**src/rtl/mgfd_pkg.sv**
```systemverilog
// Shared types and constants for the motion-gated frame decimator.
package mgfd_pkg;

    localparam int TS_W       = 48;
    localparam int RATE_W     = 32;
    localparam int TOK_W      = 24;
    localparam int THR_W      = 21;
    localparam int GAIN_W     = 12;
    localparam int RUN_W      = 8;
    localparam int SCORE_W    = 17;
    localparam int PRIO_W     = 22;
    localparam int GPROD_W    = GAIN_W + SCORE_W;
    localparam int CFG_IDX_W  = 3;
    localparam int CFG_DATA_W = 32;

    localparam int QUEUE_DEPTH = 2;

    typedef enum logic [CFG_IDX_W-1:0] {
        CFG_TOKEN_RATE     = 3'd0,
        CFG_FRAME_INTERVAL = 3'd1,
        CFG_BUCKET_CAP     = 3'd2,
        CFG_MOTION_THR     = 3'd3,
        CFG_FOCUS_GAIN     = 3'd4,
        CFG_MAX_DROPS      = 3'd5
    } cfg_idx_t;

    localparam logic [RATE_W-1:0] RST_TOKEN_RATE     = 32'd128849;
    localparam logic [31:0]       RST_FRAME_INTERVAL = 32'd33333;
    localparam logic [TOK_W-1:0]  RST_BUCKET_CAP     = 24'd131072;
    localparam logic [THR_W-1:0]  RST_MOTION_THR     = 21'd1311;
    localparam logic [GAIN_W-1:0] RST_FOCUS_GAIN     = 12'd1024;
    localparam logic [RUN_W-1:0]  RST_MAX_DROPS      = 8'd5;

    // Priority used for a frame that carries no motion score
    localparam logic [PRIO_W-1:0] PRIO_ONE = 22'd65536;
    localparam logic [RUN_W-1:0]  RUN_MAX  = 8'd255;

    typedef struct packed {
        logic [RATE_W-1:0] token_rate;
        logic [31:0]       frame_interval_us;
        logic [TOK_W-1:0]  bucket_cap;
        logic [THR_W-1:0]  prio_bar;
        logic [GAIN_W-1:0] focus_gain;
        logic [RUN_W-1:0]  drop_limit;
    } cfg_t;

    // One classified frame: refill already clamped to 2^TOK_W at most
    typedef struct packed {
        logic [TOK_W:0] refill;
        logic           prio_ok;
        logic           no_score;
    } dec_entry_t;

endpackage

```
**src/rtl/mgfd_queue.sv**
```systemverilog
// Short queue of classified frames between front and back.
module mgfd_queue (
    input  logic                  clk,
    input  logic                  rst_n,
    input  logic                  push,
    input  mgfd_pkg::dec_entry_t  push_entry,
    output logic                  full,
    input  logic                  pop,
    output logic                  not_empty,
    output mgfd_pkg::dec_entry_t  pop_entry
);

    localparam int DEPTH = mgfd_pkg::QUEUE_DEPTH;
    localparam int PTR_W = (DEPTH > 1) ? $clog2(DEPTH) : 1;
    localparam int CNT_W = $clog2(DEPTH + 1);
    localparam logic [PTR_W-1:0] PTR_LAST = PTR_W'(DEPTH - 1);
    localparam logic [CNT_W-1:0] CNT_FULL = CNT_W'(DEPTH);

    mgfd_pkg::dec_entry_t slot_reg [DEPTH];
    logic [PTR_W-1:0] wr_ptr_reg;
    logic [PTR_W-1:0] rd_ptr_reg;
    logic [CNT_W-1:0] count_reg;

    assign full      = (count_reg == CNT_FULL);
    assign not_empty = (count_reg != '0);
    assign pop_entry = slot_reg[rd_ptr_reg];

    always_ff @(posedge clk or negedge rst_n)
    begin
        if (!rst_n)
        begin
            wr_ptr_reg <= '0;
            rd_ptr_reg <= '0;
            count_reg  <= '0;
        end
        else
        begin
            if (push)
                wr_ptr_reg <= (wr_ptr_reg == PTR_LAST) ? '0 : wr_ptr_reg + 1'b1;
            if (pop)
                rd_ptr_reg <= (rd_ptr_reg == PTR_LAST) ? '0 : rd_ptr_reg + 1'b1;
            if (push && !pop)
                count_reg <= count_reg + 1'b1;
            else if (pop && !push)
                count_reg <= count_reg - 1'b1;
        end
    end

    always_ff @(posedge clk)
    begin
        if (push)
            slot_reg[wr_ptr_reg] <= push_entry;
    end

    assert property (@(posedge clk) disable iff (!rst_n)
        count_reg <= CNT_FULL)
        else $error("queue count beyond depth");

    assert property (@(posedge clk) disable iff (!rst_n)
        push && !pop |=> count_reg == $past(count_reg) + 1'b1)
        else $error("queue count did not follow a lone push");

endmodule

```
**config.mk**
```make
export PLATFORM = sky130hd
export DESIGN_NAME = mgfd_queue
export DESIGN_NICKNAME = d
export VERILOG_FILES = /design/src/rtl/mgfd_pkg.sv /design/src/rtl/mgfd_queue.sv
export SDC_FILE = /design/constraint.sdc
export NUM_CORES = 1
export LEC_CHECK = 0
export ABC_AREA = 0
export BUFFER_PORTS_ARGS = -buffer_cell sky130_fd_sc_hd__buf_4
export CORE_MARGIN = 3
export CORE_UTILIZATION = 55
export DETAILED_ROUTE_END_ITERATION = 12
export PLACE_DENSITY = 0.83
export SETUP_SLACK_MARGIN = 0.2
export SLEW_MARGIN = 40
export SYNTH_ARGS = -nofsm -noshare
export SYNTH_HDL_FRONTEND = slang
export SYNTH_SLANG_ARGS = --single-unit
```
**constraint.sdc**
```tcl
create_clock -name clk -period 4.44 [get_ports clk]
set_input_delay 0.666 -clock clk [delete_from_list [all_inputs] [get_ports clk]]
set_output_delay 0.666 -clock clk [all_outputs]
set_load 0.005 [all_outputs]
```
Yosys cells after proc, flatten, opt, wreduce, memory -nomap -nowiden

Memories as Yosys holds them, arrays and structs flattened.
Cells that the tools add are included.

Register bits: 4
Bits in latches: 0
RAM bits: 54
Memory bits (read-only): 0
Output and inout port bits: 29
Word-level logic and storage cells: 21
Memories kept: 1

Memories:

| name     | words | bits a word | rd ports | clocked after Yosys merged registers in | write ports | RTL line         | text |
|---|---|---|---|---|---|---|---|
| slot_reg | 2     | 27          | 1        | 0                                       | 1           | mgfd_queue.sv:19 | `mgfd_pkg::dec_entry_t slot_reg [DEPTH];` |

Add/sub/neg operators: 4
$mul: 0
Divide/modulo/power cells: 0
$lt $le $gt $ge: 0
Eq/ne operators: 1
Shift-type cells: 0
Multiplexer cells: 6
Bitwise gates (word level): 0
Reductions and logical operators: 6

Operator list:

| cell                                                                | number |
|---|---|
| 1-bit 2-to-1 mux                                                    | 4 |
| 2-bit 2-to-1 mux                                                    | 2 |
| 2-bit nonzero test                                                  | 2 |
| 1-bit adder (second input constant)                                 | 2 |
| 2-bit by 1-bit adder with 2-bit output (second input constant)      | 1 |
| 2-bit == test (second input constant)                               | 1 |
| 1-bit logical AND                                                   | 2 |
| 1-bit logical NOT                                                   | 2 |
| 2-bit by 1-bit subtractor with 2-bit output (second input constant) | 1 |

Logic depth before layout (Yosys ltp)

Depth after elaboration: 4
Gate-level depth with buffers: 5

Worst setup path before layout

Ideal clock, no wire load.

Kind: input -> register
Start: input push
End: memory slot_reg[0][0] (netlist bit), enable pin
Arrival: 1900 ps
Path slack: 2126 ps
Cell stages on the path: 1
Cell sequence: nor2b_1

Word-level cells in the longest chain between the ends: 2

RTL lines:

| element                                | RTL line         | text |
|---|---|---|
| start: declaration                     | mgfd_queue.sv:5  | `input logic push,` |
| 1-bit 2-to-1 mux                       | mgfd_queue.sv:51 | `if (push)` |
| 1-bit 2-to-1 mux (implied by the code) | mgfd_queue.sv:52 | `slot_reg[wr_ptr_reg] <= push_entry;` |
| end: declaration                       | mgfd_queue.sv:19 |  |

No other way between the ends.

==> impl_results.md <==
- Status: finished clean
- Final worst hold slack: 0.138 ns
- Commonest non-fill, non-tap cells in the layout: buf_4 (62), edfxtp_1 (54), mux2_4 (19)
- DRT iter0 DRCs: 42
- Boundary Pins: 60
- Pin count of the biggest net entering global routing: 20
- Psw: 440 uW
- Combinational Power Share: between 20 and 30%
- Synthesis-to-finish area growth: 29.8%
- Seq pwr share: 45.6%
- Worst setup SP type: flop
- Post-CTS setup buffer count: 0
- DR pass1 iterations: 4
- Min cycle time layout: around 2.5 ns
- Synthesized cell area: 0.00224 mm^2
- Post-place setup slack: 2.25 ns
- CTS tree: built
- DRT Wirelength: 3.58 mm
- Internal: 1340 uW
- PD cells: 612 mW/mm^2
- Netlist cell types: 14
- Tcrit/Tclk final: 56.6%
- Synthesis warning total: 0
- ANT nets after route: 0
- Row cnt: 22
- Vias: 1,113
- Multi-input logic area: 463 um^2
- Final Setup Violations: 0
- Crit path from: rd_ptr_reg
- RR Startpoint: wr_ptr_reg
- Most common cell after layout, fill and taps aside: buf_4
- GR Util All Layers: between 10% and 20%
- Sum Neg Setup Slack: 0 ns
- Post_cts resized: 0
- Layout Nets: between 200 and 250
- Post-Syn Area per Cell: roughly 22 um^2
- Worst Tran Pin Value: between 0.6 and 0.7 ns
- Die extent in y: 69.8 um
- Routed vias/inst: around 5.0
- Final Non-Filler Cells: 223
- RSZ-0062 raised after global routing: no
- Htree depth: 3
- Hold_buf cts: 0
- Clock Tree Buf Depth: 2
- Post-synthesis net count: 132
- Fraction of layout cells with a size suffix above 1: 60.0%
- CP arrival: 1.84 ns
- Clk root buf: clkbuf_8
- Max Cap Viol: 0
- CTS buffer count: 9
- Worst Reg-to-Reg Cells: 2
- Initial core utilization: 58.9%
- Register bit total from synthesis: 58
- Peak Freq: about 0.4 GHz
- Final Hold Fails: 0
- Drt wl/cell: 16.0 um
- HP Class: in2async
- Sequential share of the synthesized area: 77.0%
- Worst skew pair latency: 0.32 ns
- Pins over their slew limit: 0
- Clock sinks: 58
- Worst ir drop on vdd: 0.451 mV
- Critical Path Sink Type: output pin
- Port Buffers: 59
- Gr ovfl total: 0
- Worst setup margin: 1.93 ns
- HPWL after DPL: 2.54 mm
- CP required: 3.77 ns
- Sw Ratio: 24.8%
- Total core area: roughly 0.0038 mm^2
- P_leak: 0.00118 uW
- Clock power share: 25.5%
- Max FFs per register: 54
- Placed cell count: 207
- Worst Path Max Fanout: 19
- Number of global-route vias before repair: 1,248
- Critical path class: reg2out
- First-pass GRT wire length: between 5 and 6 mm
- Flip-flop and latch area: 0.00172 mm^2
- DRC: 0
- Clock skew: 0.00700 ns
- Initial antenna violation count: 0
- Gpl congestion: 0.683
- Antenna fix cells: 0
- Fill cell count: 206
- Die width: 69.8 um
- Reg clk slew, reported paths: 0.06 ns
- Die area: about 0.005 mm^2
- Max_slew headroom: 57.4%
- Cells after synthesis: 100
[through the flow]
stage	utilization, %	instance area (um^2)	total power [uW]
2_1_floorplan	-	2240	1130
4_1_cts	76.4	2900	1800
6_report	76.4	2900	1780
3_3_place_gp	71.4	2710	1330
5_1_grt	76.4	2900	1870
3_5_place_dp	71.5	2720	1340
[path summary, 6_finish.rpt]
kind | slack [ns] | to
setup / recovery | 1.93 | pop_entry[26]
hold / removal | 0.14 | count_reg[0]
setup reg to reg | 2.82 | slot_reg[0][9]
hold reg to reg | 0.49 | count_reg[1]
max in group asynchronous | 4.19 | rd_ptr_reg
min in group clk | 0.49 | count_reg[1]
[cell usage after synthesis]
cell / n / area [um^2]
buf_6: 1 / 11.3
edfxtp_1: 54 / 1620
xor2_1: 4 / 35.0
nor2b_1: 2 / 12.5
and2_1: 1 / 6.26
xnor2_1: 1 / 8.76
mux2_4: 19 / 285
buf_12: 2 / 40.0
nor2_1: 1 / 3.75
inv_1: 1 / 3.75
or2_2: 1 / 6.26
ha_1: 1 / 12.5
mux2_2: 8 / 90.1
dfrtp_1: 4 / 100
[layout make-up]
type / count / share of cell area, %
repair buffers: 62 / 16.0
clock buffers: 13 / 5.13
clock inverters: 3 / 1.38
flip-flops and latches: 58 / 59.3
well taps: 48 / 2.07
multi-input cells: 38 / 15.9
inverters: 1 / 0.129
[power by group through the flow]
stage | Sequential (uW) | Combinational (uW) | Clock (uW)
5_1_grt | 824 | 553 | 493
3_5_place_dp | 824 | 521 | 0
4_1_cts | 812 | 525 | 462
2_1_floorplan | 770 | 362 | 0
6_report | 811 | 514 | 453
3_3_place_gp | 813 | 513 | 0
[per-layer routing]
layer / vias up / track usage [%] / wire, um
met5: - / 0 / 0
met4: 0 / 8.94 / 52
met3: 8 / 5.65 / 195
met2: 40 / 28.2 / 2010
met1: 541 / 16.1 / 1320
li1: 524 / - / -
[cell families (layout without fill, tap and decap cells)]
| logic type | Yosys count | after routing | synth area share [%] |
|---|---|---|---|
| flip-flops | 58 | 58 | 77.0 |
| multiplexers | 27 | 27 | 16.8 |
| XOR/XNOR | 5 | 5 | 1.96 |
| AND/OR/NAND/NOR | 5 | 5 | 1.29 |
| buffers and inverters | 4 | 79 | 2.46 |
| adder cells (fa/ha/maj) | 1 | 1 | 0.559 |
[worst max-delay path: stages (launching register included)]
cell and delay (ns):
dfrtp_2 0.72, buf_4 0.32, mux2_2 0.35, buf_4 0.13
No activity file was read; power rests on OpenSTA's default activity.
