### src/rtl/mgfd_pkg.sv
// Shared types and constants for the motion-gated frame decimator.
package mgfd_pkg;

    localparam int TS_W       = 48;
    localparam int RATE_W     = 32;
    localparam int TOK_W      = 24;
    localparam int THR_W      = 21;
    localparam int GAIN_W     = 12;
    localparam int RUN_W      = 8;
    localparam int SCORE_W    = 17;
    localparam int PRIO_W     = 22;
    localparam int GPROD_W    = GAIN_W + SCORE_W;
    localparam int CFG_IDX_W  = 3;
    localparam int CFG_DATA_W = 32;

    localparam int QUEUE_DEPTH = 2;

    typedef enum logic [CFG_IDX_W-1:0] {
        CFG_TOKEN_RATE     = 3'd0,
        CFG_FRAME_INTERVAL = 3'd1,
        CFG_BUCKET_CAP     = 3'd2,
        CFG_MOTION_THR     = 3'd3,
        CFG_FOCUS_GAIN     = 3'd4,
        CFG_MAX_DROPS      = 3'd5
    } cfg_idx_t;

    localparam logic [RATE_W-1:0] RST_TOKEN_RATE     = 32'd128849;
    localparam logic [31:0]       RST_FRAME_INTERVAL = 32'd33333;
    localparam logic [TOK_W-1:0]  RST_BUCKET_CAP     = 24'd131072;
    localparam logic [THR_W-1:0]  RST_MOTION_THR     = 21'd1311;
    localparam logic [GAIN_W-1:0] RST_FOCUS_GAIN     = 12'd1024;
    localparam logic [RUN_W-1:0]  RST_MAX_DROPS      = 8'd5;

    // Priority used for a frame that carries no motion score
    localparam logic [PRIO_W-1:0] PRIO_ONE = 22'd65536;
    localparam logic [RUN_W-1:0]  RUN_MAX  = 8'd255;

    typedef struct packed {
        logic [RATE_W-1:0] token_rate;
        logic [31:0]       frame_interval_us;
        logic [TOK_W-1:0]  bucket_cap;
        logic [THR_W-1:0]  prio_bar;
        logic [GAIN_W-1:0] focus_gain;
        logic [RUN_W-1:0]  drop_limit;
    } cfg_t;

    // One classified frame: refill already clamped to 2^TOK_W at most
    typedef struct packed {
        logic [TOK_W:0] refill;
        logic           prio_ok;
        logic           no_score;
    } dec_entry_t;

endpackage

### src/rtl/mgfd_back.sv
// Back end: token bucket and drop run update, registered decision output.
module mgfd_back #(
    parameter int TOKEN_FRAC_BITS = 16
) (
    input  logic                           clk,
    input  logic                           rst_n,
    input  mgfd_pkg::cfg_t                 cfg,
    input  logic                           q_valid,
    input  mgfd_pkg::dec_entry_t           q_entry,
    output logic                           pop,
    output logic                           out_valid,
    input  logic                           out_stall,
    output logic                           keep,
    output logic [mgfd_pkg::RUN_W-1:0]     drop_run_after,
    output logic [mgfd_pkg::TOK_W-1:0]     tokens_after
);

    localparam logic [mgfd_pkg::TOK_W:0] ONE_TOKEN =
        (mgfd_pkg::TOK_W+1)'(1) << TOKEN_FRAC_BITS;

    logic [mgfd_pkg::TOK_W-1:0] level_reg;
    logic [mgfd_pkg::TOK_W-1:0] level_next;
    logic [mgfd_pkg::RUN_W-1:0] run_reg;
    logic [mgfd_pkg::RUN_W-1:0] run_next;
    logic                       out_valid_reg;
    logic                       out_keep_reg;
    logic [mgfd_pkg::RUN_W-1:0] out_run_reg;
    logic [mgfd_pkg::TOK_W-1:0] out_tokens_reg;

    logic                       out_ready;
    logic [mgfd_pkg::TOK_W:0]   level_sum;
    logic [mgfd_pkg::TOK_W-1:0] capped;
    logic [mgfd_pkg::TOK_W:0]   spent;
    logic                       has_token;
    logic                       keep_dec;

    assign out_ready      = !out_valid_reg || !out_stall;
    assign pop            = q_valid && out_ready;
    assign out_valid      = out_valid_reg;
    assign keep           = out_keep_reg;
    assign drop_run_after = out_run_reg;
    assign tokens_after   = out_tokens_reg;

    always_comb
    begin
        // refill, cap, decide, spend
        level_sum = {1'b0, level_reg} + q_entry.refill;
        capped    = (level_sum > {1'b0, cfg.bucket_cap})
                  ? cfg.bucket_cap : level_sum[mgfd_pkg::TOK_W-1:0];
        has_token = {1'b0, capped} >= ONE_TOKEN;
        keep_dec  = (run_reg >= cfg.drop_limit)
                  || (q_entry.prio_ok && has_token);
        spent     = {1'b0, capped} - ONE_TOKEN;
        if (keep_dec)
        begin
            level_next = has_token ? spent[mgfd_pkg::TOK_W-1:0] : '0;
            run_next   = '0;
        end
        else
        begin
            level_next = capped;
            run_next   = (run_reg == mgfd_pkg::RUN_MAX) ? run_reg : run_reg + 1'b1;
        end
    end

    always_ff @(posedge clk or negedge rst_n)
    begin
        if (!rst_n)
        begin
            level_reg     <= '0;
            run_reg       <= '0;
            out_valid_reg <= 1'b0;
        end
        else
        begin
            if (pop)
            begin
                level_reg <= level_next;
                run_reg   <= run_next;
            end
            if (pop)
                out_valid_reg <= 1'b1;
            else if (out_ready)
                out_valid_reg <= 1'b0;
        end
    end

    always_ff @(posedge clk)
    begin
        if (pop)
        begin
            out_keep_reg   <= keep_dec || q_entry.no_score;
            out_run_reg    <= run_next;
            out_tokens_reg <= level_next;
        end
    end

    assert property (@(posedge clk) disable iff (!rst_n)
        pop && keep_dec |=> run_reg == '0)
        else $error("drop run not cleared on a keep");

    assert property (@(posedge clk) disable iff (!rst_n)
        pop && !keep_dec && run_reg != mgfd_pkg::RUN_MAX
        |=> run_reg == $past(run_reg) + 1'b1)
        else $error("drop run did not advance on a drop");

endmodule

### config.mk
export PLATFORM = sky130hd
export DESIGN_NAME = mgfd_back
export DESIGN_NICKNAME = d
export VERILOG_FILES = /design/src/rtl/mgfd_pkg.sv /design/src/rtl/mgfd_back.sv
export SDC_FILE = /design/constraint.sdc
export NUM_CORES = 1
export LEC_CHECK = 0
export ABC_AREA = 1
export ABC_CLOCK_PERIOD_IN_PS = 4200
export BUFFER_PORTS_ARGS = -buffer_cell sky130_fd_sc_hd__buf_2
export CORE_MARGIN = 2
export CORE_UTILIZATION = 40
export CTS_BUF_LIST = sky130_fd_sc_hd__clkbuf_8
export DETAILED_ROUTE_END_ITERATION = 16
export PLACE_DENSITY = 0.7
export SYNTH_ARGS = -nofsm -noshare
export SYNTH_HDL_FRONTEND = slang
export SYNTH_SLANG_ARGS = --single-unit
### constraint.sdc
create_clock -name clk -period 4.2 [get_ports clk]
set_input_delay 0.84 -clock clk [delete_from_list [all_inputs] [get_ports clk]]
set_output_delay 0.84 -clock clk [all_outputs]
set_load 0.005 [all_outputs]
Yosys cells after proc, flatten, opt, wreduce, memory -nomap -nowiden
Cells that the tools add are included.
{ "classes": {"magnitude_cmp": 3, "reduce_logical": 8, "muxes": 7, "eq_ne": 1, "add_sub_neg": 3} }
{ "ops": {"columns": ["operator", "count"], "rows": [
  ["2-to-1 mux 24 bit", 3],
  ["adder 24 x 25 -> 25 bit", 1],
  ["greater-than comparator 25 x 24 -> 1 bit", 1],
  [">= comparator 24 x 17 -> 1 bit (second input constant)", 1],
  ["subtractor 24 x 17 -> 24 bit (second input constant)", 1],
  ["2-to-1 mux 8 bit", 2],
  ["adder 8 x 1 -> 8 bit (second input constant)", 1],
  ["equality test 8 bit (second input constant)", 1],
  [">= comparator 8 bit", 1],
  ["logical OR 1 bit", 3],
  ["logical AND 1 bit", 2],
  ["logical NOT 1 bit", 2],
  ["2-to-1 mux 1 bit", 2],
  ["nonzero test 2 bit", 1]
]} }
{ "totals": {"regBits": 66, "elab_cells": 28} }

Logic depth before layout (Yosys ltp)
{ "depth": {"ltp_word": 7, "mapped_depth": 33, "ltp_nobuf": 33} }

Least setup slack after synthesis
OpenSTA, ideal clock, no wires.
{ "synth_timing": {"kind": "input port to flip-flop", "startpoint": "input q_entry[2] in the netlist's numbering", "endpoint": "register out_keep_reg, in the netlist keep, data pin", "setup_slack_ns": -0.313, "setup_time_ns": 0.259, "arrival_time_ns": 4.253, "t_required_ns": 3.941, "n_path_buf": 2, "path_stages": 30, "path_cell_list": "ha_1 -> fa_1 -> nand3_1 -> nand2_1 -> nand2_1 -> nand2_1 -> nand2_1 -> nand3_1 -> a21oi_1 -> xor2_1 -> inv_1 -> ha_1 -> nand4_1 -> nor2_1 -> nand2_1 -> nand3_1 -> nand2_1 -> nand2_1 -> nand2_1 -> nand2_4 -> buf_6 -> nand3_1 -> nand2_2 -> nand2_2 -> nor2_4 -> nand2_4 -> nand2_4 -> nand2_4 -> buf_6 -> or2_1"} }
{ "synth_via": {"elab_chain_len": 7} }
{ "synth_lines": {"columns": ["element", "line", "source"], "rows": [
  ["from (decl)", "mgfd_back.sv:9", "input mgfd_pkg::dec_entry_t q_entry,"],
  ["adder 24 x 25 -> 25 bit (*)", "mgfd_back.sv:47", "level_sum = {1'b0, level_reg} + q_entry.refill;"],
  ["greater-than comparator 25 x 24 -> 1 bit", "mgfd_back.sv:48", "capped = (level_sum > {1'b0, cfg.bucket_cap})"],
  ["2-to-1 mux 24 bit (*)", "mgfd_back.sv:49", "? cfg.bucket_cap : level_sum[mgfd_pkg::TOK_W-1:0];"],
  [">= comparator 24 x 17 -> 1 bit (*)", "mgfd_back.sv:50", "has_token = {1'b0, capped} >= ONE_TOKEN;"],
  ["logical AND 1 bit (*)", "mgfd_back.sv:52", "|| (q_entry.prio_ok && has_token);"],
  ["logical OR 1 bit (*)", "mgfd_back.sv:52", null],
  ["logical OR 1 bit (*)", "mgfd_back.sv:92", "out_keep_reg <= keep_dec || q_entry.no_score;"],
  ["to (signal assigned)", "mgfd_back.sv:92", null],
  ["to (decl)", "mgfd_back.sv:26", "logic out_keep_reg;"]
]} }
Every way passes the cells marked *; elsewhere a longest branch is shown, timed or not.
A chain may end at the register's enable or synchronous reset.

Worst setup path in the final report
{ "layout_timing": {"startpoint": "input q_entry[2] in the netlist's numbering", "endpoint": "register out_tokens_reg, in the netlist tokens_after[20], data pin"} }
{ "layout_via": {"elab_chain_len": 7, "elab_cells_between_ends": 9, "cone_classes": "2 x add/sub; 2 x order compare; 3 x mux; 2 x reduce/logical"} }
{ "layout_lines": {"columns": ["element", "line", "source"], "rows": [
  ["adder 24 x 25 -> 25 bit (*)", "mgfd_back.sv:47", null],
  ["greater-than comparator 25 x 24 -> 1 bit", "mgfd_back.sv:48", null],
  ["2-to-1 mux 24 bit (*)", "mgfd_back.sv:49", null],
  [">= comparator 24 x 17 -> 1 bit", "mgfd_back.sv:50", null],
  ["logical AND 1 bit", "mgfd_back.sv:52", null],
  ["logical OR 1 bit", "mgfd_back.sv:52", null],
  ["2-to-1 mux 24 bit (*)", "mgfd_back.sv:54", "if (keep_dec)"],
  ["net level_next (one bit)", "mgfd_back.sv:22", "logic [mgfd_pkg::TOK_W-1:0] level_next;"],
  ["to (signal assigned)", "mgfd_back.sv:94", "out_tokens_reg <= level_next;"],
  ["to (decl)", "mgfd_back.sv:28", "logic [mgfd_pkg::TOK_W-1:0] out_tokens_reg;"]
]} }
The timed path passes the listed nets; every way through them passes the cells marked *.

==> impl_metrics.ini <==
[floorplan]
die_area_mm2 = 0.01493
die_h_um = 122.2
ios = 195
core-area_mm2 = 0.01377
die_w_um = 122.2
start_util = 0.4057
rows = 43

[global_routing]
grt_pass1_wl_um = 25070
grt_pass1_vias = 5376
grt_overflow = 0
track_usage = 0.2137
antenna_found_initial = 0
grt_max_degree = 54

[finish]
drive_above_1_share = 0.3515
final_util = 0.5727
syn2layout_area_growth_pct = 41.16
fill_cells = 1314
antennaDiodeCount = 0
nets = 1203

[power]
p_leak_nw = 4.127
p_per_area_mw_per_mm2 = 820.9
ir_worst_vdd_mv = 0.4144

[synth]
yosysSeqAreaShare = 0.3251
synth_common_cells = nand2_1 (225), inv_1 (105), ha_1 (57), nand3_1 (57), nor2_1 (44)
ys_types = 44
synth_top_area_share = 0.1773
synthArstFlopShare = 0.5000
synth.cell_area_mm2 = 0.005588
synth_most_common_cell = nand2_1
ys.flop_type = edfxtp_1
ys_top_cells_by_area = edfxtp_1 (18%), nand2_1 (15%), dfrtp_1 (15%)
ys_warn_count = 0
netlist_instances = 769
ys_seq_elements = 66
avgSynthCellArea_um2 = 7.266
yosys.area.top_type = edfxtp_1
synth_nets = 987
synth_edf_count = 33

[detailed_routing]
wl_per_cell_um = 13.72
drt_iter0_markers = 375
wl_um = 16050
drt_first_pass_iters = 5
drc = 0
vias_per_cell = 4.950
postRouteAntennaNets = 0
num_vias = 5791

[sta]
tns_ns = -7.128
finalSetupViolCount = 62
final.hold.worst_slack_ns = 0.4904
fmax_mhz = 225.4
hold_violations = 0
worst_slack_ns = -0.2358
fin_skew_ns = 0.01571
slew_headroom = 0.3064
rsz0062_at_grt = true
drv_slew = 0
period_share = 1.056
min_period_ns = 4.436
tightest_slew_ns = 1.040

[outcome]
status = complete, but fails checks
violations = setup timing

[clock_network]
cts_buffers = 9
cts_htree_levels = 3
cts_sinks = 66
cts_tree = built
clock_latency_ns = 0.35
clockBufferDepth = 2
clk_pin_slew_ns = 0.08
cts_root_buffer = clkbuf_8

[job]
cap_violations = 0

[placed_design]
pre_cts_ws_ns = -0.7274
dp_hpwl_um = 11810
gp_congestion = 0.9117
port_buffers = 97

[worst_setup_path]
cp.required_ns = 4.32
crit_slowest_cell = fa_2
endpoint_kind = flop
cp.arrival_ns = 4.55
critPathKind = in2reg
cpPeakStageDelay_ns = 0.35
startpoint_type = input pin
crit_family = simple AND/OR/NAND/NOR gates
timing.critical_path.buf_inv = 3
cp_max_fo = 12
crit_top_cell = nand2_2

[min_path]
hp-class = reg2reg
-- where the power goes --
| part | leakage, nW | total (mW) | switching (mW) | internal (mW) |
|---|---|---|---|---|
| Combinational | 3.28 | 4.87 | 2.65 | 2.21 |
| Clock | 0.107 | 0.541 | 0.254 | 0.286 |
| Sequential | 0.737 | 1.07 | 0.100 | 0.969 |
| Total | 4.13 | 6.48 | 3.01 | 3.47 |
-- per-layer routing --
| layer | wire length (um) | global-route usage | share of wire | vias to the layer above |
|---|---|---|---|---|
| li1 | - | - | - | 2975 |
| met1 | 7522 | 0.3025 | 0.47 | 2623 |
| met2 | 7280 | 0.3383 | 0.45 | 164 |
| met3 | 922 | 0.02949 | 0.057 | 29 |
| met4 | 329 | 0.06609 | 0.020 | 0 |
| met5 | 0 | 0 | 0 | - |
-- repair_timing --
item                                    CTS  global route
resized for setup                        55            56
endpoints found under the setup margin   65            65
setup buffers                            26             5
pin swaps                                33            18
endpoints found under the hold margin     0             0
hold buffers                              0             0
gates cloned                              2             0
-- per-stage QoR --
| stage | cells | area [um^2] | total power, mW |
|---|---|---|---|
| 6_report | 1170 | 7888 | 6.475 |
| 5_1_grt | 1170 | 7888 | 7.036 |
| 4_1_cts | 1165 | 7649 | 6.055 |
| 3_5_place_dp | 1121 | 7007 | 5.024 |
| 3_3_place_gp | 1121 | 7007 | 4.964 |
| 2_1_floorplan | 769 | 5659 | 3.548 |
-- cells in the final DEF (no fill, tap or decap), drive strengths merged, types with 2 or more instances in the layout --
| cell type | n |
|---|---|
| nor4 | 2 |
| inv | 107 |
| nand2 | 242 |
| xnor2 | 7 |
| dfrtp | 33 |
| nand3b | 2 |
| and2 | 5 |
| o21a | 2 |
| nor3 | 7 |
| nor2 | 49 |
| or2 | 3 |
| xor2 | 14 |
| edfxtp | 33 |
| a31oi | 7 |
| o21ai | 49 |
| clkinv | 4 |
| o211ai | 3 |
| clkbuf | 10 |
| a21oi | 41 |
| nand4 | 21 |
| nand3 | 58 |
| ha | 57 |
| o21bai | 2 |
| buf | 221 |
| a21o | 4 |
-- final cells by class --
cell class                      count  area (um^2)  area share
Sequential cell                    66         1817      0.2303
Tap cell                          180        225.2     0.02855
Multi-Input combinational cell    581         3746      0.4749
Clock buffer                       10        137.6     0.01745
Inverter                          106        397.9     0.05044
Clock inverter                      6        57.56    0.007297
Timing Repair Buffer              221         1506      0.1910
-- path summary, 6_finish.rpt --
kind	startpoint	to	slack, ns	depth (start not counted)
worst max register to register	level_reg[0]$_DFFE_PN0P_	tokens_after[20]$_DFFE_PP_	-0.10	29
worst min register to register	level_reg[22]$_DFFE_PN0P_	level_reg[22]$_DFFE_PN0P_	0.49	2
worst min-delay path	level_reg[22]$_DFFE_PN0P_	level_reg[22]$_DFFE_PN0P_	0.49	2
max in group asynchronous	rst_n	level_reg[3]$_DFFE_PN0P_	3.12	1
min in group asynchronous	rst_n	level_reg[22]$_DFFE_PN0P_	0.56	1
worst max-delay path	q_entry[2]	tokens_after[20]$_DFFE_PP_	-0.24	30
-- kinds of logic after synthesis --
logic type	after synthesis	synth area share
flip-flops	66	0.3251
AO/OA/AOI/OAI	112	0.1095
XOR/XNOR	21	0.03292
buffers and inverters	124	0.08889
AND/OR/NAND/NOR	388	0.3124
adder cells (fa/ha/maj)	58	0.1312
-- worst register-to-register path, delay by kind of cell, from the launching register on --
kind	cells	cell delay (ns)
fa+ha+maj	3	0.76
buf+inv	2	0.22
xor+xnor	1	0.25
flops	1	0.42
simple gates	20	1.92
compound gates	3	0.48
No activity file was read; power rests on OpenSTA's default activity.
