## config.mk

```make
export PLATFORM = sky130hd
export DESIGN_NAME = mgfd_front
export DESIGN_NICKNAME = d
export VERILOG_FILES = /design/src/rtl/mgfd_pkg.sv /design/src/rtl/mgfd_front.sv
export SDC_FILE = /design/constraint.sdc
export NUM_CORES = 2
export LEC_CHECK = 0
export ABC_AREA = 1
export BUFFER_PORTS_ARGS = -buffer_cell sky130_fd_sc_hd__clkbuf_2
export CAP_MARGIN = 10
export CORE_ASPECT_RATIO = 0.8
export CORE_UTILIZATION = 37
export CTS_BUF_LIST = sky130_fd_sc_hd__clkbuf_8
export CTS_CLUSTER_SIZE = 30
export DETAILED_ROUTE_END_ITERATION = 10
export GPL_ROUTABILITY_DRIVEN = 0
export PLACE_DENSITY = 0.53
export SKIP_LAST_GASP = 1
export SLEW_MARGIN = 30
export SYNTH_ARGS = -nofsm -noshare
export SYNTH_HDL_FRONTEND = slang
export SYNTH_SLANG_ARGS = --single-unit
```

## constraint.sdc

```tcl
create_clock -name clk -period 6.3 [get_ports clk]
set_clock_uncertainty 0.1 [all_clocks]
set_input_delay 0.945 -clock clk [delete_from_list [all_inputs] [get_ports clk]]
set_output_delay 0.945 -clock clk [all_outputs]
set_load 0.02 [all_outputs]
```

## src/rtl/mgfd_pkg.sv

```systemverilog
// Shared types and constants for the motion-gated frame decimator.
package mgfd_pkg;

    localparam int TS_W       = 48;
    localparam int RATE_W     = 32;
    localparam int TOK_W      = 24;
    localparam int THR_W      = 21;
    localparam int GAIN_W     = 12;
    localparam int RUN_W      = 8;
    localparam int SCORE_W    = 17;
    localparam int PRIO_W     = 22;
    localparam int GPROD_W    = GAIN_W + SCORE_W;
    localparam int CFG_IDX_W  = 3;
    localparam int CFG_DATA_W = 32;

    localparam int QUEUE_DEPTH = 2;

    typedef enum logic [CFG_IDX_W-1:0] {
        CFG_TOKEN_RATE     = 3'd0,
        CFG_FRAME_INTERVAL = 3'd1,
        CFG_BUCKET_CAP     = 3'd2,
        CFG_MOTION_THR     = 3'd3,
        CFG_FOCUS_GAIN     = 3'd4,
        CFG_MAX_DROPS      = 3'd5
    } cfg_idx_t;

    localparam logic [RATE_W-1:0] RST_TOKEN_RATE     = 32'd128849;
    localparam logic [31:0]       RST_FRAME_INTERVAL = 32'd33333;
    localparam logic [TOK_W-1:0]  RST_BUCKET_CAP     = 24'd131072;
    localparam logic [THR_W-1:0]  RST_MOTION_THR     = 21'd1311;
    localparam logic [GAIN_W-1:0] RST_FOCUS_GAIN     = 12'd1024;
    localparam logic [RUN_W-1:0]  RST_MAX_DROPS      = 8'd5;

    // Priority used for a frame that carries no motion score
    localparam logic [PRIO_W-1:0] PRIO_ONE = 22'd65536;
    localparam logic [RUN_W-1:0]  RUN_MAX  = 8'd255;

    typedef struct packed {
        logic [RATE_W-1:0] token_rate;
        logic [31:0]       frame_interval_us;
        logic [TOK_W-1:0]  bucket_cap;
        logic [THR_W-1:0]  prio_bar;
        logic [GAIN_W-1:0] focus_gain;
        logic [RUN_W-1:0]  drop_limit;
    } cfg_t;

    // One classified frame: refill already clamped to 2^TOK_W at most
    typedef struct packed {
        logic [TOK_W:0] refill;
        logic           prio_ok;
        logic           no_score;
    } dec_entry_t;

endpackage

```

## src/rtl/mgfd_front.sv

```systemverilog
// Front end: accepts frames, tracks timestamps, computes refill and priority.
module mgfd_front #(
    parameter int TOKEN_FRAC_BITS = 16
) (
    input  logic                             clk,
    input  logic                             rst_n,
    input  mgfd_pkg::cfg_t                   cfg,
    input  logic                             in_valid,
    output logic                             in_stall,
    input  logic [mgfd_pkg::SCORE_W-1:0]     motion_score,
    input  logic [mgfd_pkg::SCORE_W-1:0]     focus_part,
    input  logic [mgfd_pkg::TS_W-1:0]        frame_time,
    input  logic                             timestamp_present,
    input  logic                             no_score,
    input  logic                             q_full,
    output logic                             push,
    output mgfd_pkg::dec_entry_t             push_entry
);

    localparam logic [mgfd_pkg::TOK_W:0] ONE_TOKEN =
        (mgfd_pkg::TOK_W+1)'(1) << TOKEN_FRAC_BITS;
    localparam logic [mgfd_pkg::TOK_W:0] REFILL_CLAMP =
        (mgfd_pkg::TOK_W+1)'(1) << mgfd_pkg::TOK_W;

    // timestamp tracking
    logic [mgfd_pkg::TS_W-1:0]     prev_ts_reg;
    logic                          ts_seen_reg;
    logic [mgfd_pkg::TS_W-1:0]     ts_eff;

    // stage A
    logic                          a_valid_reg;
    logic [mgfd_pkg::TS_W-1:0]     a_dt_reg;
    logic [mgfd_pkg::TS_W-1:0]     a_dt_next;
    logic                          a_one_reg;
    logic                          a_one_next;
    logic [mgfd_pkg::GPROD_W-1:0]  a_gprod_reg;
    logic [mgfd_pkg::GPROD_W-1:0]  a_gprod_next;
    logic [mgfd_pkg::SCORE_W-1:0]  a_motion_reg;
    logic                          a_no_score_reg;

    // stage B
    logic                          b_valid_reg;
    logic [63:0]                   b_plo_reg;
    logic [63:0]                   b_plo_next;
    logic [47:0]                   b_phi_reg;
    logic [47:0]                   b_phi_next;
    logic                          b_one_reg;
    logic                          b_prio_ok_reg;
    logic                          b_prio_ok_next;
    logic                          b_no_score_reg;

    logic                          accept;
    logic                          a_adv;
    logic                          a_ready;
    logic                          b_ready;
    logic [mgfd_pkg::PRIO_W-1:0]   prio;
    logic [mgfd_pkg::PRIO_W-1:0]   prio_sel;
    logic [63:0]                   refill_raw;
    logic [mgfd_pkg::TOK_W:0]      refill_q;

    assign b_ready  = !b_valid_reg || !q_full;
    assign push     = b_valid_reg && !q_full;
    assign a_ready  = !a_valid_reg || b_ready;
    assign a_adv    = a_valid_reg && b_ready;
    assign in_stall = !a_ready;
    assign accept   = in_valid && !in_stall;

    // stage A: fill in a missing timestamp, take the elapsed time and the focus gain product
    always_comb
    begin
        ts_eff = timestamp_present ? frame_time
               : prev_ts_reg + {16'b0, cfg.frame_interval_us};
        a_dt_next    = ts_eff - prev_ts_reg;
        a_one_next   = !ts_seen_reg || (ts_eff <= prev_ts_reg);
        a_gprod_next = {{mgfd_pkg::SCORE_W{1'b0}}, cfg.focus_gain}
                     * {{mgfd_pkg::GAIN_W{1'b0}}, focus_part};
    end

    // stage B: elapsed time times rate in two partial products, priority compare
    always_comb
    begin
        b_plo_next = {32'b0, a_dt_reg[31:0]} * {32'b0, cfg.token_rate};
        b_phi_next = {32'b0, a_dt_reg[47:32]} * {16'b0, cfg.token_rate};
        prio       = {5'b0, a_motion_reg} + {1'b0, a_gprod_reg[mgfd_pkg::GPROD_W-1:8]};
        prio_sel   = a_no_score_reg ? mgfd_pkg::PRIO_ONE : prio;
        b_prio_ok_next = prio_sel >= {1'b0, cfg.prio_bar};
    end

    // join the partial products; anything at or above 2^TOK_W fills any bucket
    always_comb
    begin
        refill_raw = ({32'b0, b_phi_reg[31:0]} << TOKEN_FRAC_BITS)
                   + (b_plo_reg >> (32 - TOKEN_FRAC_BITS));
        if ((b_phi_reg[47:32] != 16'b0) || (refill_raw[63:mgfd_pkg::TOK_W] != '0))
            refill_q = REFILL_CLAMP;
        else
            refill_q = refill_raw[mgfd_pkg::TOK_W:0];
        push_entry.refill   = b_one_reg ? ONE_TOKEN : refill_q;
        push_entry.prio_ok  = b_prio_ok_reg;
        push_entry.no_score = b_no_score_reg;
    end

    always_ff @(posedge clk or negedge rst_n)
    begin
        if (!rst_n)
        begin
            prev_ts_reg <= '0;
            ts_seen_reg <= 1'b0;
            a_valid_reg <= 1'b0;
            b_valid_reg <= 1'b0;
        end
        else
        begin
            if (accept)
            begin
                prev_ts_reg <= ts_eff;
                ts_seen_reg <= 1'b1;
            end
            if (accept)
                a_valid_reg <= 1'b1;
            else if (a_adv)
                a_valid_reg <= 1'b0;
            if (a_adv)
                b_valid_reg <= 1'b1;
            else if (push)
                b_valid_reg <= 1'b0;
        end
    end

    always_ff @(posedge clk)
    begin
        if (accept)
        begin
            a_dt_reg       <= a_dt_next;
            a_one_reg      <= a_one_next;
            a_gprod_reg    <= a_gprod_next;
            a_motion_reg   <= motion_score;
            a_no_score_reg <= no_score;
        end
        if (a_adv)
        begin
            b_plo_reg      <= b_plo_next;
            b_phi_reg      <= b_phi_next;
            b_one_reg      <= a_one_reg;
            b_prio_ok_reg  <= b_prio_ok_next;
            b_no_score_reg <= a_no_score_reg;
        end
    end

    // a beat held in stage B while the queue is full stays put
    assert property (@(posedge clk) disable iff (!rst_n)
        b_valid_reg && q_full |=> b_valid_reg && $stable(b_plo_reg) && $stable(b_phi_reg))
        else $error("stage B lost its beat under back-pressure");

endmodule

```

; ---- Yosys cells after proc, flatten, opt, wreduce, memory -nomap -nowiden
; Cells that the tools add are included.
[word_totals]
regBits = 262
input_bits = 217
out_inout_bits = 29
word_cells = 47
[op_classes]
n_addsub = 4
multipliers = 3
magnitude_cmp = 2
n_mux = 8
reduce_logical = 16
[op_table]
columns = op, count
row1 = $mul A32 B32 Y64, 1
row2 = $mux W25, 2
row3 = $add A48 B48 Y49, 1
row4 = $add A48 B32 Y48, 1
row5 = $le A48 B48 Y1, 1
row6 = $mul A16 B32 Y48, 1
row7 = $mux W48, 1
row8 = $sub A48 B48 Y48, 1
row9 = $reduce_bool A40 Y1, 1
row10 = $mul A12 B17 Y29, 1
row11 = $add A17 B21 Y22, 1
row12 = $ge A22 B21 Y1, 1
row13 = $mux W22, 1
row14 = $reduce_bool A16 Y1, 1
row15 = $logic_not A1 Y1, 5
row16 = $logic_or A1 B1 Y1, 4
row17 = $mux W1, 4
row18 = $reduce_bool A2 Y1, 2
row19 = $logic_and A1 B1 Y1, 3

; ---- Logic depth before layout (Yosys ltp)
[depth]
depth_word = 5
mapped_depth = 33
ltp_nobuf = 32

; ---- Least setup slack after synthesis
; No wires, ideal clock.
[synth_path]
kind = input to register
startpoint = input cfg[102] (netlist bit)
endpoint = register b_plo_reg[63] (data pin)
setup_time_ns = 0.252
arrival_time_ns = 7.042
required_time_ns = 5.948
slack_ns = -1.094
stages = 27
path_buffers = 2
path_cell_list = clkbuf_1 -> buf_1 -> nand2_1 -> fa_1 -> inv_1 -> fa_1 -> fa_1 -> inv_1 -> fa_1 -> inv_1 -> fa_1 -> fa_1 -> fa_1 -> inv_1 -> fa_1 -> inv_1 -> ha_1 -> nand2_1 -> nand2_1 -> a21oi_1 -> o21ai_0 -> a21oi_1 -> nor2_1 -> nor4_1 -> nand2_1 -> nand2_1 -> nand2_1
[synth_between]
elab_chain_len = 1
[synth_rtl]
columns = element, line
row1 = start: declaration, mgfd_front.sv:7  ; input mgfd_pkg::cfg_t cfg,
row2 = $mul A32 B32 Y64, mgfd_front.sv:82  ; b_plo_next = {32'b0, a_dt_reg[31:0]} * {32'b0, cfg.token_rate};
row3 = net b_plo_next[63], mgfd_front.sv:44  ; logic [63:0] b_plo_next;
row4 = end signal: assignment, mgfd_front.sv:142  ; b_plo_reg <= b_plo_next;
row5 = end: declaration, mgfd_front.sv:43  ; logic [63:0] b_plo_reg;
; The timed path passes the listed nets, and every way through them passes these cells.
; A chain may end at the register's enable or synchronous reset.

; ---- Worst setup path in the final report
[layout_path]
startpoint = register a_dt_reg[9] (netlist bit)
endpoint = register b_plo_reg[38] (data pin)
[layout_between]
elab_chain_len = 1
[layout_rtl]
columns = element, line
row1 = start: declaration, mgfd_front.sv:32  ; logic [mgfd_pkg::TS_W-1:0] a_dt_reg;
row2 = start signal: assignment, mgfd_front.sv:134  ; a_dt_reg <= a_dt_next;
row3 = $mul A32 B32 Y64, mgfd_front.sv:82
row4 = net b_plo_next[38], mgfd_front.sv:44
; The timed path passes the listed nets, and every way through them passes these cells.

==> impl_metrics.csv <==
group,metric,value,unit
status,outcome,"complete, but fails checks",
status,violations,"negative setup slack",
sta,fin_crit_sh,112,%
floorplan,initial_core_util,37.3,%
synthesis,synth_nets,12400,
critical_path,startpoint_type,"register",
sta,final_hold_viol_count,0,
cts,clk_pin_slew,0.07,ns
synthesis,synth_common_cells,"inv_1 (2826), nand2_1 (2788), fa_1 (1466)",
sta,tns,-28.56,ns
synthesis,yosys_register_bits,238,
sta,relSlewSlack,22.2,%
critical_path,cp.required,6.63,ns
floorplan,fp.dieH,408,um
route,route.detailed.drc,0,
final_layout,fin_nets,13200,
critical_path,rrSetupSlack,-0.77,ns
cts,cts_root_buf,"clkbuf_8",
floorplan,ios,246,
global_routing,global_route.overflow_total,0,
critical_path,cp_max_fo,4,
synthesis,ys_async_sr_fraction,21.4,%
sta,timing.hold.ws,0.248,ns
route,via_count,66300,
synthesis,dominantRegCellSynth,"edfxtp_1",
synthesis,netlist_area,76100,sq um
sta,max_freq,141,MHz
global_routing,grt_usage,24.3,%
cts,ctsHoldBuffers,0,
sta,layout_setup_ws,-0.771,ns
synthesis,ys_warn_count,0,
global_routing,grt_max_degree,100,
route,drt_iter0_markers,5367,
synthesis,avgSynthCellArea,7.50,sq um
job,max-cap-violations,0,
global_routing,antenna_found_initial,10,
critical_path,reg2reg_depth,26,
cts,htreeDepth,2,
final_layout,num-fill-cells,20300,
final_layout,drive_gt1_share,16.8,%
synthesis,synthTopCellsByArea,"fa_1 (39%), inv_1 (14%), nand2_1 (14%)",
critical_path,crit_start,"a_dt_reg[9]$_DFFE_PP_",
route,firstDrtPassIters,6,
route,drt_wl_total,251000,um
critical_path,path_class,"register to register",
synthesis,synth_edf_count,187,
synthesis,synthCells,10100,
critical_path,critical_path.endpoint_type,"register",
sta,drv_slew,0,
floorplan,core-area,204000,sq um
cts,clock_sinks,238,
floorplan,rows,148,
min_path,hp-class,"primary input to async pin",
critical_path,worstSetupEndpoint,"b_plo_reg[38]$_DFFE_PP_",
route,ant_nets,0,
cts,tritoncts,"built",
global_routing,grt_pass1_wl,393000,um
synthesis,ys_types,52,
sta,rsz0062_at_grt,"yes",
floorplan,dieArea,208000,sq um
final_layout,synthToLayoutAreaGrowth,21.0,%
cts,numCtsBuffers,46,
cts,cts.path.max_buffers,3,
critical_path,rr_startpoint,"a_dt_reg[9]$_DFFE_PP_",
place,hpwl,210000,um
critical_path,arrival,7.40,ns
synthesis,yosys.area.top_type,"fa_1",
synthesis,ys_seq_area_share,9.05,%
place,io_buffers,213,
sta,setup_viol,56,
route,wl_per_cell,18.3,um
synthesis,synth_most_common_cell,"inv_1",
cts,clock_latency,0.71,ns
global_routing,grt_pass1_vias,69100,
sta,fin_crit,7.07,ns
floorplan,die_x,509,um
critical_path,worst_r2r_endpoint,"b_plo_reg[38]$_DFFE_PP_",
sta,worst_pin_slew,1.17,ns
synthesis,synth_top_area_share,38.6,%
route,avgViaCountPerCell,4.84,
## kinds of logic (layout without fill, tap and decap cells)
group / after synthesis / after routing / share of synthesized area (%)
fa+ha+maj: 2059 / 2059 / 48.3
mux: 1 / 1 / 0.0132
compound gates: 797 / 797 / 5.86
other cells: 0 / 5 / 0
buf+inv: 3206 / 4055 / 15.8
xor+xnor: 150 / 150 / 1.73
simple gates: 3698 / 3698 / 19.2
flops: 238 / 238 / 9.05
## repair_timing
item	4_1_cts	5_1_grt
pin swaps	120	229
gates cloned	2	8
setup buffers	41	55
setup endpoints to repair	73	79
resized for setup	336	386
## metal layers
metal	up-vias	global-route usage, %	wire (um)	part of all wire, %
li1	31200	-	-	-
met1	32500	36.3	119000	47
met2	2283	37.2	109000	43
met3	299	3.55	18700	7.5
met4	10	4.59	5180	2.1
met5	-	0	74	0.029
## critical path: stages, from the launching register on
cell and delay [ns]:
edfxtp_1 0.44, buf_6 0.17, clkbuf_16 0.17, nand2_4 0.06, inv_2 0.03, fa_1 0.49, inv_2 0.04, fa_1 0.51
inv_2 0.05, fa_1 0.58, fa_1 0.48, fa_2 0.59, fa_1 0.44, fa_1 0.53, inv_2 0.04, fa_1 0.56
inv_2 0.06, ha_4 0.27, a21oi_4 0.17, inv_1 0.07, a21oi_2 0.18, buf_4 0.16, o21ai_4 0.06, a21oi_2 0.18
nand2_2 0.08, buf_4 0.14, xor2_2 0.16
## worst min-delay path by stage
| stage | start | end | slack, ns | cells after the start |
|---|---|---|---|---|
| floorplan | a_one_reg$_DFFE_PP_ | b_one_reg$_DFFE_PP_ | 0.30 | 0 |
| global route | motion_score[10] | a_motion_reg[10]$_DFFE_PP_ | 0.25 | 1 |
| CTS | motion_score[11] | a_motion_reg[11]$_DFFE_PP_ | 0.23 | 1 |
| global placement | ts_seen_reg$_DFFE_PN0P_ | ts_seen_reg$_DFFE_PN0P_ | 0.36 | 1 |
| finish | rst_n | prev_ts_reg[30]$_DFFE_PN0P_ | 0.25 | 2 |
| detailed placement | ts_seen_reg$_DFFE_PN0P_ | ts_seen_reg$_DFFE_PN0P_ | 0.37 | 1 |
## area by class of cell
type / instances / area (sq um) / share of cell area (%)
repair buffers: 1138 / 10000 / 10.9
multi-input cells: 6705 / 60100 / 65.2
clock buffers: 51 / 702 / 0.762
inverters: 2831 / 10600 / 11.5
well taps: 2700 / 3380 / 3.67
flip-flops and latches: 238 / 6890 / 7.48
diodes: 5 / 12.5 / 0.0136
clock inverters: 35 / 377 / 0.409
## cell usage in the layout (no fill, tap or decap), drive strengths merged, types with 13 or more instances in the layout
| cell | synthesis | routed |
|---|---|---|
| buf | 61 | 921 |
| o21ai | 267 | 267 |
| xnor2 | 37 | 37 |
| edfxtp | 187 | 187 |
| nand2 | 2791 | 2791 |
| dfrtp | 51 | 51 |
| inv | 2830 | 2849 |
| fa | 1466 | 1466 |
| nor2 | 511 | 511 |
| a21boi | 13 | 13 |
| xor2 | 113 | 113 |
| nand4 | 47 | 47 |
| clkbuf | 314 | 268 |
| or2 | 23 | 23 |
| nor3 | 53 | 53 |
| o211ai | 14 | 14 |
| nor4 | 26 | 26 |
| a21oi | 330 | 330 |
| o21a | 21 | 21 |
| a31oi | 56 | 56 |
| o21bai | 42 | 42 |
| nand3 | 226 | 226 |
| ha | 593 | 593 |
| a21o | 32 | 32 |
## through the flow
stage	setup WS [ns]	util [%]	instance area, sq um	std cells
5_1_grt	-0.936	45.2	92100	13700
3_5_place_dp	-1.47	42.8	87200	13500
2_1_floorplan	-0.682	-	77500	10100
3_3_place_gp	-1.42	42.8	87200	13500
6_report	-0.771	45.2	92100	13700
4_1_cts	-0.702	44.1	90000	13600
Power is left out: the tool's default activity adds up to more than one toggle a clock period on the data nets, which glitch-free logic cannot reach.
